File: src/hdl/ppci_isqrt.sv
// ----------------------------------------------------------------------------
// ppci_isqrt
// pipelined integer square root, one result bit per register stage
// ----------------------------------------------------------------------------
`timescale 1ns / 1ps

module ppci_isqrt #(
  parameter int W = 50
) (
  input  logic             clk,
  input  logic             en,
  input  logic [W-1:0]     radicand,
  output logic [W/2-1:0]   root
);

  localparam int N = W / 2;

  logic [W-1:0] rem_q  [N];
  logic [W-1:0] root_q [N];

  for (genvar k = 0; k < N; k++) begin : g_step
    localparam logic [W-1:0] BIT = {{(W-1){1'b0}}, 1'b1} << (W - 2 - 2 * k);
    logic [W-1:0] rem_in;
    logic [W-1:0] root_in;
    logic [W-1:0] trial;

    if (k == 0) begin : g_first
      assign rem_in  = radicand;
      assign root_in = '0;
    end else begin : g_next
      assign rem_in  = rem_q[k-1];
      assign root_in = root_q[k-1];
    end

    assign trial = root_in + BIT;

    always_ff @(posedge clk) begin
      if (en) begin
        if (rem_in >= trial) begin
          rem_q[k]  <= rem_in - trial;
          root_q[k] <= (root_in >> 1) + BIT;
        end else begin
          rem_q[k]  <= rem_in;
          root_q[k] <= root_in >> 1;
        end
      end
    end
  end

  assign root = root_q[N-1][N-1:0];

endmodule

File: config.mk
export PLATFORM = sky130hd
export DESIGN_NAME = ppci_isqrt
export DESIGN_NICKNAME = d
export VERILOG_FILES = /design/src/hdl/ppci_isqrt.sv
export SDC_FILE = /design/constraint.sdc
export NUM_CORES = 2
export LEC_CHECK = 0
export ABC_AREA = 1
export BUFFER_PORTS_ARGS = -buffer_cell sky130_fd_sc_hd__buf_2
export CORE_ASPECT_RATIO = 0.7
export CORE_MARGIN = 4
export CORE_UTILIZATION = 48
export DETAILED_ROUTE_END_ITERATION = 6
export GPL_TIMING_DRIVEN = 0
export SYNTH_ARGS = -nofsm -noshare
export SYNTH_HDL_FRONTEND = slang
export SYNTH_SLANG_ARGS = --single-unit
File: constraint.sdc
create_clock -name clk -period 4.34 [get_ports clk]
set_clock_uncertainty 0.1 [all_clocks]
set_input_delay 0.651 -clock clk [delete_from_list [all_inputs] [get_ports clk]]
set_output_delay 0.651 -clock clk [all_outputs]
set_load 0.01 [all_outputs]
# --- Word-level counts from Yosys, hierarchy flattened ---
# Memories as Yosys holds them, arrays and structs flattened.
# Index checks and enable logic that the tools add are counted.
op_classes:
  addsub: 73
  order_cmp: 25
  mux: 200
  n_bitwise: 50
op_table:
  columns: ["cell", "count"]
  rows:
  - ["$mux 50", 50]
  - ["$ge 50x50->1", 24]
  - ["$sub 50x50->50", 24]
  - ["$mux 1", 150]
  - ["$add 49x1->50 const B", 1]
  - ["$add 49x11->50 const B", 1]
  - ["$add 49x13->50 const B", 1]
  - ["$add 49x15->50 const B", 1]
  - ["$add 49x17->50 const B", 1]
  - ["$add 49x19->50 const B", 1]
  - ["$add 49x21->50 const B", 1]
  - ["$add 49x23->50 const B", 1]
  - ["$add 49x25->50 const B", 1]
  - ["$add 49x27->50 const B", 1]
  - ["$add 49x29->50 const B", 1]
  - ["$add 49x3->50 const B", 1]
  - ["$add 49x31->50 const B", 1]
  - ["$add 49x33->50 const B", 1]
  - ["$add 49x35->50 const B", 1]
  - ["$add 49x37->50 const B", 1]
  - ["$add 49x39->50 const B", 1]
  - ["$add 49x41->50 const B", 1]
  - ["$add 49x43->50 const B", 1]
  - ["$add 49x45->50 const B", 1]
  - ["31 further kinds", 80]
totals:
  reg_bits: 0
  ramBits: 2500
  output_inout_bits: 25
  word_cells: 350
  mem_count: 2
memory_table:
  columns: ["memory", "words", "word_bits", "rd", "rd_ports_with_merged_regs", "wr", "line", "source"]
  rows:
  - ["rem_q", 25, 50, 24, 0, 25, "18", "logic [W-1:0] rem_q [N];"]
  - ["root_q", 25, 50, 25, 0, 25, "19", "logic [W-1:0] root_q [N];"]

# --- Longest topological paths before layout ---
# An unclocked memory read counts as a cell.
logic_depth:
  word_depth: 7
  ltp_mapped: 17
  depth_no_buf: 17

# --- Worst setup path after synthesis ---
# OpenSTA, ideal clock, no wires.
synth_timing:
  path_kind: "input port to flip-flop"
  from: "in en"
  to: "mem rem_q[23][0], in the netlist rem_q[2][350] (enable)"
  setup_ns: 0.459
  t_arrival_ns: 2.981
  t_required_ns: 3.781
  setup_slack_ns: 0.800
  cell_stages: 3
  n_path_buf: 3
  cell_sequence: "buf_4 buf_4 clkbuf_1"
synth_rtl:
  columns: ["element", "line", "source"]
  rows:
  - ["start: declaration", "11", "input logic en,"]
  - ["end: declaration", "18", null]

==> qor.yml <==
synthCells: 10900
ctsResizeCount: 0
overflow: 0
cts_tree: "built"
nFillCells: 17400
start_util: 0.483
grt_usage: 0.292
ys_ff_latch: 1525
cts.sinks: 1525
grt_max_degree: 74
endpoint_kind: "flip-flop"
hpwl_um: 233000
worstSetupPathType: "primary input to flip-flop"
arrival_ns: 4.12
synth_ff_type: "edfxtp_1"
synthTopCellsByArea: "edfxtp_1, nand2_1, inv_1"
coreArea_sq_um: 185000
rsz0062_at_grt: "no"
drt-total-wl_um: 287000
status: "completed"
p_leak_nw: 44.8
cts_buffers: 160
max_cap_viol_count: 0
wl_per_cell_um: 20.9
finalPower_mw: 44.8
grt_pass1_vias: 67400
place_congestion: 0.983
whs_ns: 0.0961
cts_setup_buffers: 0
hold_viol_final: 0
async_flop_share: 0
synth_cell_types: 54
power.density_nw_per_um2: 454
hold_depth: 2
critPathMaxFanout: 10
dieArea_sq_um: 194000
worstMarginPinSlew_ns: 1.18
maxSlewViolCount: 0
die_h_um: 369
first_iter_violations: 8210
final_common_cell: "nand2_1"
yosysTopAreaCellShare: 0.512
crit_path_start_kind: "primary input"
fp.dieW_um: 524
post-route-drc-count: 0
max_freq_mhz: 265
synth_top_area_cell: "edfxtp_1"
cts-root-buf: "clkbuf_16"
cts_buffer_depth: 4
finalNetCount: 11600
synth-edff-count: 1525
maxSlewHeadroom: 0.213
port_buffers: 76
io_pins: 77
via_count: 73400
final_cell_mix: "nand2_1, inv_1, edfxtp_1, nor2_1, nand3_1"
htree_levels: 4
dr.pass1.iters: 6
reg2reg_depth: 11
syn_area_sq_um: 89500
setup_viol_count_final: 0
seq_area_frac_synth: 0.512
min_path_type: "primary input to flip-flop"
syn_area_per_cell_sq_um: 8.23
synth_fp_nets: 11300
grt_first_pass_wirelength_um: 424000
period_needed_ns: 3.77
antenna_found_initial: 12
area_growth_pct: 10.4
cts.clk_slew.worst_paths_ns: 0.06
vias_per_cell: 5.33
core.rowCount: 132
cp.required_ns: 4.69
yosysWarnings: 0
timing.final.crit_share: 0.869
vdd_ir_drop_max_v: 0.000334
ant_nets: 0
drive_above_1_share: 0.0529
clk_latency_ns: 0.84
[cell type report]
cell class	instances	area, sq um	share of cell area
Sequential cell	1525	45800	0.463
Multi-Input combinational cell	7270	35600	0.361
Inverter	1972	7400	0.0749
Clock buffer	192	4190	0.0424
Tap cell	2479	3100	0.0314
Timing Repair Buffer	138	1180	0.0119
Clock inverter	77	776	0.00785
Buffer	101	733	0.00742
Antenna cell	7	17.5	0.000177
[registers in the layout, indices dropped and copies added (netlist names)]
signal,cells
rem_q,1200
root_q,325
[timing repair]
| action | CTS | global route |
|---|---|---|
| endpoints found under the hold margin | 48 | 0 |
| endpoints found under the setup margin | 0 | 0 |
| hold buffers | 48 | 0 |
[worst paths after layout]
path / start / endpoint / slack (ns)
setup / recovery: en / rem_q[1][382] / 0.57
hold / removal: radicand[48] / rem_q[0][48] / 0.1
setup reg to reg: root_q[0][730] / rem_q[1][382] / 0.91
hold reg to reg: root_q[1][373] / root_q[1][422] / 0.32
[worst max-delay path: stages]
cell and delay (ns):
buf_2 0.61, buf_4 0.52, buf_2 0.64, buf_2 0.80
nand3_1 0.28, nor2_1 0.32, o21ai_0 0.26
[kinds of logic (layout without fill, tap and decap cells)]
group,after synthesis,in the layout,synth area share
AOI/OAI and AO/OA,712,712,0.0435
other,0,7,0
buffers and inverters,2073,2480,0.0902
and+or+nand+nor,5896,5896,0.275
xor gates and xnor gates,315,315,0.0308
DFF,1525,1525,0.512
adders and majority gates,347,347,0.0485
[power by group]
group	internal (mW)	leakage, nW	switching (mW)	total [mW]
sequential	18.4	14.6	1.70	20.2
combinational	3.51	27.8	7.82	11.3
clock	7.65	2.39	5.71	13.4
[routing by layer]
metal	track usage	routed length (um)	vias to the layer above
met5	0	30	-
met4	0.0485	4700	4
met3	0.0573	28200	282
met2	0.383	107000	2919
met1	0.492	147000	34600
li1	-	-	35600
[through the flow]
stage | setup TNS, ns | worst slack, ns | std cells | util | area, sq um
2_1_floorplan | 0 | 0.800 | 10900 | - | 89500
3_3_place_gp | -1525.25 | -1.53 | 13400 | 0.502 | 93000
3_5_place_dp | -11.51 | -0.284 | 13400 | 0.504 | 93400
4_1_cts | 0 | 0.560 | 13800 | 0.534 | 98800
5_1_grt | 0 | 0.500 | 13800 | 0.534 | 98800
6_report | 0 | 0.570 | 13800 | 0.534 | 98800
[Yosys cell counts (20+ instances only)]
library cell  instances
xor2_1              155
o21ai_0             231
nand3b_1             39
nand3_1             586
buf_6                22
nand4_1             243
nand2_1            3340
nor2_1             1296
nor2_2               26
buf_4                20
ha_1                347
nor3_1              155
inv_2                20
nand2_2              28
xnor2_1             160
or2_2                27
o21ai_1              71
a21oi_1             304
inv_1              1950
o21ai_2              38
nor4_1               84
clkbuf_1             26
buf_2                29
edfxtp_1           1525
Note: power is estimated with default switching activity, not from simulation.
