[src/hdl/ppci_pkg.sv]
// ----------------------------------------------------------------------------
// ppci_pkg
// shared widths, constants and the quarter-wave sine table
// ----------------------------------------------------------------------------
`timescale 1ns / 1ps

package ppci_pkg;

  // squared distances are up to 33 bits, shifted left by 8 fraction bits squared
  localparam int D2_W   = 33;
  localparam int SQRT_W = 50;
  localparam int DIST_W = SQRT_W / 2;
  localparam int SQRT_LAT = SQRT_W / 2;
  localparam int SINE_LAT = 6;

  localparam int PMUL_W = 36;
  localparam logic [PMUL_W-1:0] PHASE_MUL_DIV4   = 36'd43748177609;
  localparam logic [PMUL_W-1:0] PHASE_MUL_DIV3P5 = 36'd49997917267;

  localparam int SINE_W = 17;

  // sin(k*pi/32) * 32768, k = 0..16
  localparam logic [15:0] QSINE [17] = '{
    16'd0,     16'd3212,  16'd6393,  16'd9512,  16'd12540, 16'd15447,
    16'd18205, 16'd20788, 16'd23170, 16'd25330, 16'd27246, 16'd28899,
    16'd30274, 16'd31357, 16'd32138, 16'd32610, 16'd32768
  };

endpackage

[src/hdl/ppci_sine.sv]
// ----------------------------------------------------------------------------
// ppci_sine
// distance to turn fraction, then interpolated quarter-wave sine, 6 stages
// ----------------------------------------------------------------------------
`timescale 1ns / 1ps

module ppci_sine (
  input  logic                                 clk,
  input  logic                                 en,
  input  logic [ppci_pkg::DIST_W-1:0]          radius,
  input  logic [ppci_pkg::PMUL_W-1:0]          phase_mul,
  output logic signed [ppci_pkg::SINE_W-1:0]   sine
);
  import ppci_pkg::*;

  localparam int HALF_W = PMUL_W / 2;
  localparam int PP_W   = DIST_W + HALF_W;

  // stage 0: split multiply
  logic [PP_W-1:0] p_lo;
  logic [PP_W-1:0] p_hi;
  // stage 1: phase as a fraction of one turn
  logic [47:0] sum48;
  logic [31:0] phase;
  // stage 2: folded quarter position
  logic [30:0] fold_pos;
  logic [30:0] pos;
  logic        neg2;
  // stage 3: table read
  logic [4:0]  lo_idx;
  logic [4:0]  hi_idx;
  logic [15:0] a3;
  logic [11:0] d3;
  logic [15:0] f3;
  logic        sat3;
  logic        neg3;
  // stage 4: interpolation product
  logic [27:0] prod_full;
  logic [11:0] prod4;
  logic [15:0] a4;
  logic        sat4;
  logic        neg4;
  // stage 5: magnitude and sign
  logic [15:0] mag;

  always_ff @(posedge clk) begin
    if (en) begin
      p_lo <= PP_W'(radius) * PP_W'(phase_mul[HALF_W-1:0]);
      p_hi <= PP_W'(radius) * PP_W'(phase_mul[PMUL_W-1:HALF_W]);
    end
  end

  assign sum48 = {p_hi[47-HALF_W:0], {HALF_W{1'b0}}} + 48'(p_lo);

  always_ff @(posedge clk) begin
    if (en) begin
      phase <= sum48[47:16];
    end
  end

  // odd quadrants run the table backwards
  assign fold_pos = phase[30] ? (31'h4000_0000 - {1'b0, phase[29:0]})
                              : {1'b0, phase[29:0]};

  always_ff @(posedge clk) begin
    if (en) begin
      pos  <= fold_pos;
      neg2 <= phase[31];
    end
  end

  assign lo_idx = {1'b0, pos[29:26]};
  assign hi_idx = lo_idx + 5'd1;

  always_ff @(posedge clk) begin
    if (en) begin
      a3   <= QSINE[lo_idx];
      d3   <= 12'(QSINE[hi_idx] - QSINE[lo_idx]);
      f3   <= pos[25:10];
      sat3 <= pos[30];
      neg3 <= neg2;
    end
  end

  assign prod_full = 28'(d3) * 28'(f3);

  always_ff @(posedge clk) begin
    if (en) begin
      prod4 <= prod_full[27:16];
      a4    <= a3;
      sat4  <= sat3;
      neg4  <= neg3;
    end
  end

  // peak of the wave at exactly a quarter turn
  assign mag = sat4 ? QSINE[16] : (a4 + 16'(prod4));

  always_ff @(posedge clk) begin
    if (en) begin
      sine <= neg4 ? -$signed({1'b0, mag}) : $signed({1'b0, mag});
    end
  end

endmodule

[config.mk]
export PLATFORM = sky130hd
export DESIGN_NAME = ppci_sine
export DESIGN_NICKNAME = d
export VERILOG_FILES = /design/src/hdl/ppci_pkg.sv /design/src/hdl/ppci_sine.sv
export SDC_FILE = /design/constraint.sdc
export NUM_CORES = 2
export LEC_CHECK = 0
export ABC_CLOCK_PERIOD_IN_PS = 6500
export BUFFER_PORTS_ARGS = -buffer_cell sky130_fd_sc_hd__buf_2
export CAP_MARGIN = 10
export CORE_MARGIN = 1.5
export CORE_UTILIZATION = 50
export CTS_BUF_LIST = sky130_fd_sc_hd__clkbuf_2 sky130_fd_sc_hd__clkbuf_4 sky130_fd_sc_hd__clkbuf_8
export DETAILED_ROUTE_END_ITERATION = 16
export GPL_TIMING_DRIVEN = 0
export PLACE_DENSITY = 0.64
export SYNTH_ARGS = -nofsm -noshare
export SYNTH_HDL_FRONTEND = slang
export SYNTH_SLANG_ARGS = --single-unit
[constraint.sdc]
create_clock -name clk -period 6.5 [get_ports clk]
set_input_delay 0.65 -clock clk [delete_from_list [all_inputs] [get_ports clk]]
set_output_delay 0.65 -clock clk [all_outputs]
set_load 0.005 [all_outputs]
======== Yosys cells after proc, flatten, opt, wreduce, memory -nomap -nowiden ========
Memories as Yosys holds them, arrays and structs flattened.
Index checks and enable logic that the tools add are counted.
storage, ports and cells
  register bits after elaboration ......... 230
  memory bits (read-only) ................. 1,024
  output and inout bits ................... 17
  memories kept ........................... 2
  word-level logic and storage cells ...... 39
cells by class
  multiply operators ...................... 3
  bitwise gates (word level) .............. 2
  mux-type cells .......................... 7
  add/subtract/negate cells ............... 6
  order comparisons ....................... 2
memories
  memory           depth  width  read ports  clocked after Yosys merged registers in  wr ports  line             source
  (no name shown)  32     16     1           0                                        0         ppci_sine.sv:78  d3 <= 12'(QSINE[hi_idx] - QSINE[lo_idx]);
  (no name shown)  32     16     1           0                                        0         ppci_sine.sv:78
operators by type and width
  cell                                                       count
  two-way mux 16 bit                                         4
  adder 48 x 43 -> 48 bit                                    1
  multiplier 25 x 18 -> 43 bit                               1
  subtractor 31 x 30 -> 31 bit (first input constant)        1
  multiplier 25 x 18 -> 30 bit                               1
  two-way mux 30 bit                                         1
  multiplier 12 x 16 -> 28 bit                               1
  two-way mux 12 bit                                         2
  negation 16 -> 17 bit                                      1
  adder 16 x 12 -> 16 bit                                    1
  greater-or-equal comparator 6 bit (second input constant)  2
  subtractor 12 bit                                          1
  inverter 4 -> 6 bit                                        1
  inverter 5 -> 6 bit                                        1
  adder 4 x 1 -> 5 bit (second input constant)               1

======== Logic depth before layout (Yosys ltp) ========
  depth after elaboration ................. 6
  mapped depth ............................ 26
  depth with buffers taken out ............ 25

======== Least setup slack after synthesis ========
No wires, ideal clock.
  path kind ............................... input to register
  start ................................... in radius[11] in the netlist's numbering
  end ..................................... reg p_lo[41], data pin
  data arrival time ....................... 6,848 ps
  setup time .............................. 258 ps
  cell stages on the path ................. 24
  path slack .............................. -606 ps
  cells stage by stage .................... clkbuf_1 -> clkbuf_1 -> nand2_1 -> fa_1 -> fa_1 -> fa_1 -> inv_1 -> fa_1 -> fa_1 -> inv_1 -> fa_1 -> inv_1 -> ha_1 -> a21oi_1 -> nor2_1 -> a211oi_1 -> a21boi_1 -> o311a_1 -> o311a_1 -> o211a_1 -> o21a_1 -> a311o_1 -> a21oi_1 -> xnor2_1
on the way
  word-level cells in the longest chain between the ends .. 1
RTL lines
  item                          line             source
  start: declaration            ppci_sine.sv:10  input logic [ppci_pkg::DIST_W-1:0] radius,
  multiplier 25 x 18 -> 43 bit  ppci_sine.sv:48  p_lo <= PP_W'(radius) * PP_W'(phase_mul[HALF_W-1:0]);
  end signal: assignment        ppci_sine.sv:48
  end: declaration              ppci_sine.sv:20  logic [PP_W-1:0] p_lo;
Every way passes these cells.
A chain may end at the register's enable or synchronous reset.

======== Worst setup path after layout ========
  start ................................... in phase_mul[15] in the netlist's numbering
  end ..................................... reg p_lo[41], data pin
on the way
  word-level cells in the longest chain between the ends .. 1
RTL lines
  item                          line             source
  start: declaration            ppci_sine.sv:11  input logic [ppci_pkg::PMUL_W-1:0] phase_mul,
  multiplier 25 x 18 -> 43 bit  ppci_sine.sv:48
Every way passes these cells.

==> metrics.csv <==
metric;value;unit
clock-skew-final;40.12;ps
synth_commonest_cells;inv_1, fa_1, nand2_1;
muxShareOfSynthArea;0.07538;%
drt-initial-drc-count;1822;
finish.instance_area;43880;sq um
drive_gt1_share;8.467;%
via_per_inst;5.280;
place_congestion;0.9507;
synth_enable_flop_cells;202;
nets;5574;
clockRootBuffer;clkbuf_8;
critPathArrivalTime;7030;ps
dr_total_vias;28946;
dieHeight;285.3;um
synth-simple-area-share;15.37;%
synthAdderAreaFrac;49.73;%
grt_max_degree;122;
crit_required;6830;ps
synth-compound-area-share;4.994;%
clkSlewWorstSetupHoldPaths;60;ps
drtAntennaViolNets;0;
grt_usage;27.16;%
synth_top_family_by_area;adder cells;
start_util;50.51;%
cts_tree;yes;
io_buffer_count;62;
route.detailed.drc;0;
r2r_cells;21;
synth_xor_xnor_area_share;3.430;%
antenna_found_initial;7;
grt_overflow;0;
avgSynthCellArea;9.311;sq um
yosysMostFrequentCell;inv_1;
clk_path_buf_depth;3;
yosys-top-cells-area;fa_1, edfxtp_1, ha_1;
yosys_warnings;0;
core-area;78870;sq um
worstHoldPathCells;0;
num_rows;103;
setup_ws;-205.6;ps
seq_area;6066;sq um
ys_seq_area_share;15.23;%
htreeDepth;1;
hpwlAfterDp;86560;um
report.final.hold_viol_count;0;
grt_pass1_vias;30642;
critPathKind;in -> reg;
end_kind;flip-flop;
min_period;6706;ps
fmax;149.1;MHz
period_share;103.2;%
max_cap_violations;0;
grt_pass1_wl;169500;um
place_ws;-1888;ps
postCtsHoldBufs;0;
wl_per_cell;19.50;um
setup_viol;9;
yosysUniqueCellTypes;66;
start_kind;primary input;
post-route-util;55.64;%
synth.top_cell.area_share;40.26;%
io_pins;80;
synth_area;39830;sq um
drt-total-wl;106900;um
cts_buffers;31;
multi_input_area;29840;sq um
syn_nets;5443;
relSlewSlack;27.96;%
path_max_fanout;10;
max_slew.worst_pin.slew;1078;ps
yosys_register_bits;202;
die_x;285.3;um
die_area;81370;sq um
synth_top_cell_by_area;fa_1;
fillers;7107;
clock_latency;610;ps
synthFlopType;edfxtp_1;
violations;negative setup slack;
syn_to_final_growth;10.16;%
syn_inst;4278;
status;complete, but fails checks;
hold_class;reg -> reg;
final_max_slew_viol_count;0;
dpl_cell_area;41790;sq um
async_reset_ff_share;0;%
rsz0062_at_grt;true;
clock-sinks;202;
dr.pass1.iters;7;
-- state kept, by name (all words and copies together), names as in the netlist, 15 cells and up --
name	count
a3	15
p_hi	30
sine	17
a4	15
phase	32
pos	21
p_lo	27
f3	16
-- layout make-up --
type | count | area share (%)
multi-input cells | 2891 | 68.00
flip-flops and latches | 202 | 13.82
inverters | 980 | 8.383
plain buffers | 195 | 3.661
well taps | 1050 | 2.994
repair buffers | 108 | 1.756
clock buffers | 36 | 1.058
clock inverters | 17 | 0.3079
diodes | 3 | 0.01711
-- layout by cell type (no fill, tap or decap), drive strengths merged, types with 8 or more instances in the layout --
cell    synthesis  layout
edfxtp        202     202
a31oi           9       9
nand2         754     754
ha            301     301
or3            10      10
inv           980     981
nand2b         13      13
a21o           37      37
nor2b          17      17
clkinv          0      12
nor3           37      37
xnor2         128     128
fa            801     801
nor2          105     105
and2          324     324
o21a           19      19
nand3          23      23
nand4           8       8
a21boi         10      10
clkbuf        199     208
xor2           28      28
and3            8       8
o31ai          16      16
buf             6     131
a21oi          79      79
o21ai          63      63
-- final timing paths --
path	end	slack, ps	from
hold reg to reg	f3[11]	390	pos[21]
setup reg to reg	prod4[11]	290	d3[8]
hold / removal	f3[11]	390	pos[21]
setup / recovery	p_lo[41]	-210	phase_mul[15]
-- worst max-delay path, stage by stage --
cell      delay, ps
buf_2           300
clkbuf_2        450
and2_1          220
fa_1            430
fa_1            430
fa_1            540
fa_1            430
fa_1            490
inv_1            50
fa_1            470
inv_1            40
ha_1            310
a211o_1         320
o311a_4         390
o311a_4         350
o211a_1         250
o21a_1          210
a311o_1         340
a21oi_2         180
xnor2_2         150
-- layer usage --
metal	vias to the layer above	GRT usage, %	wire [um]
li1	13078	-	-
met1	14621	34.69	42520
met2	1019	46.95	51990
met3	224	3.784	7925
met4	4	10.17	4459
met5	-	0	27
-- what timing repair did --
action | in CTS | in global routing
endpoints found under the setup margin | 36 | 26
resized for setup | 229 | 130
pin swaps | 26 | 15
buffers inserted | 39 | 6
-- logic make-up after synthesis --
group / count (synthesis)
simple gates: 1325
xor+xnor: 156
mux: 3
fa+ha+maj: 1103
compound gates: 304
buf+inv: 1185
flops: 202
-- per-stage QoR --
| step | hold slack [ps] | cells | TNS, ps |
|---|---|---|---|
| 6_report | 393.2 | 5482 | -998.8 |
| 5_1_grt | 370.9 | 5480 | -1825 |
| 4_1_cts | 366.8 | 5477 | -621.5 |
| 3_5_place_dp | 404.5 | 5391 | -42150 |
| 3_3_place_gp | 400.5 | 5390 | -43170 |
| 2_1_floorplan | 400.3 | 4278 | -69.49 |
Power is left out: the tool's default activity adds up to more than one toggle a clock period on the data nets, which glitch-free logic cannot reach.
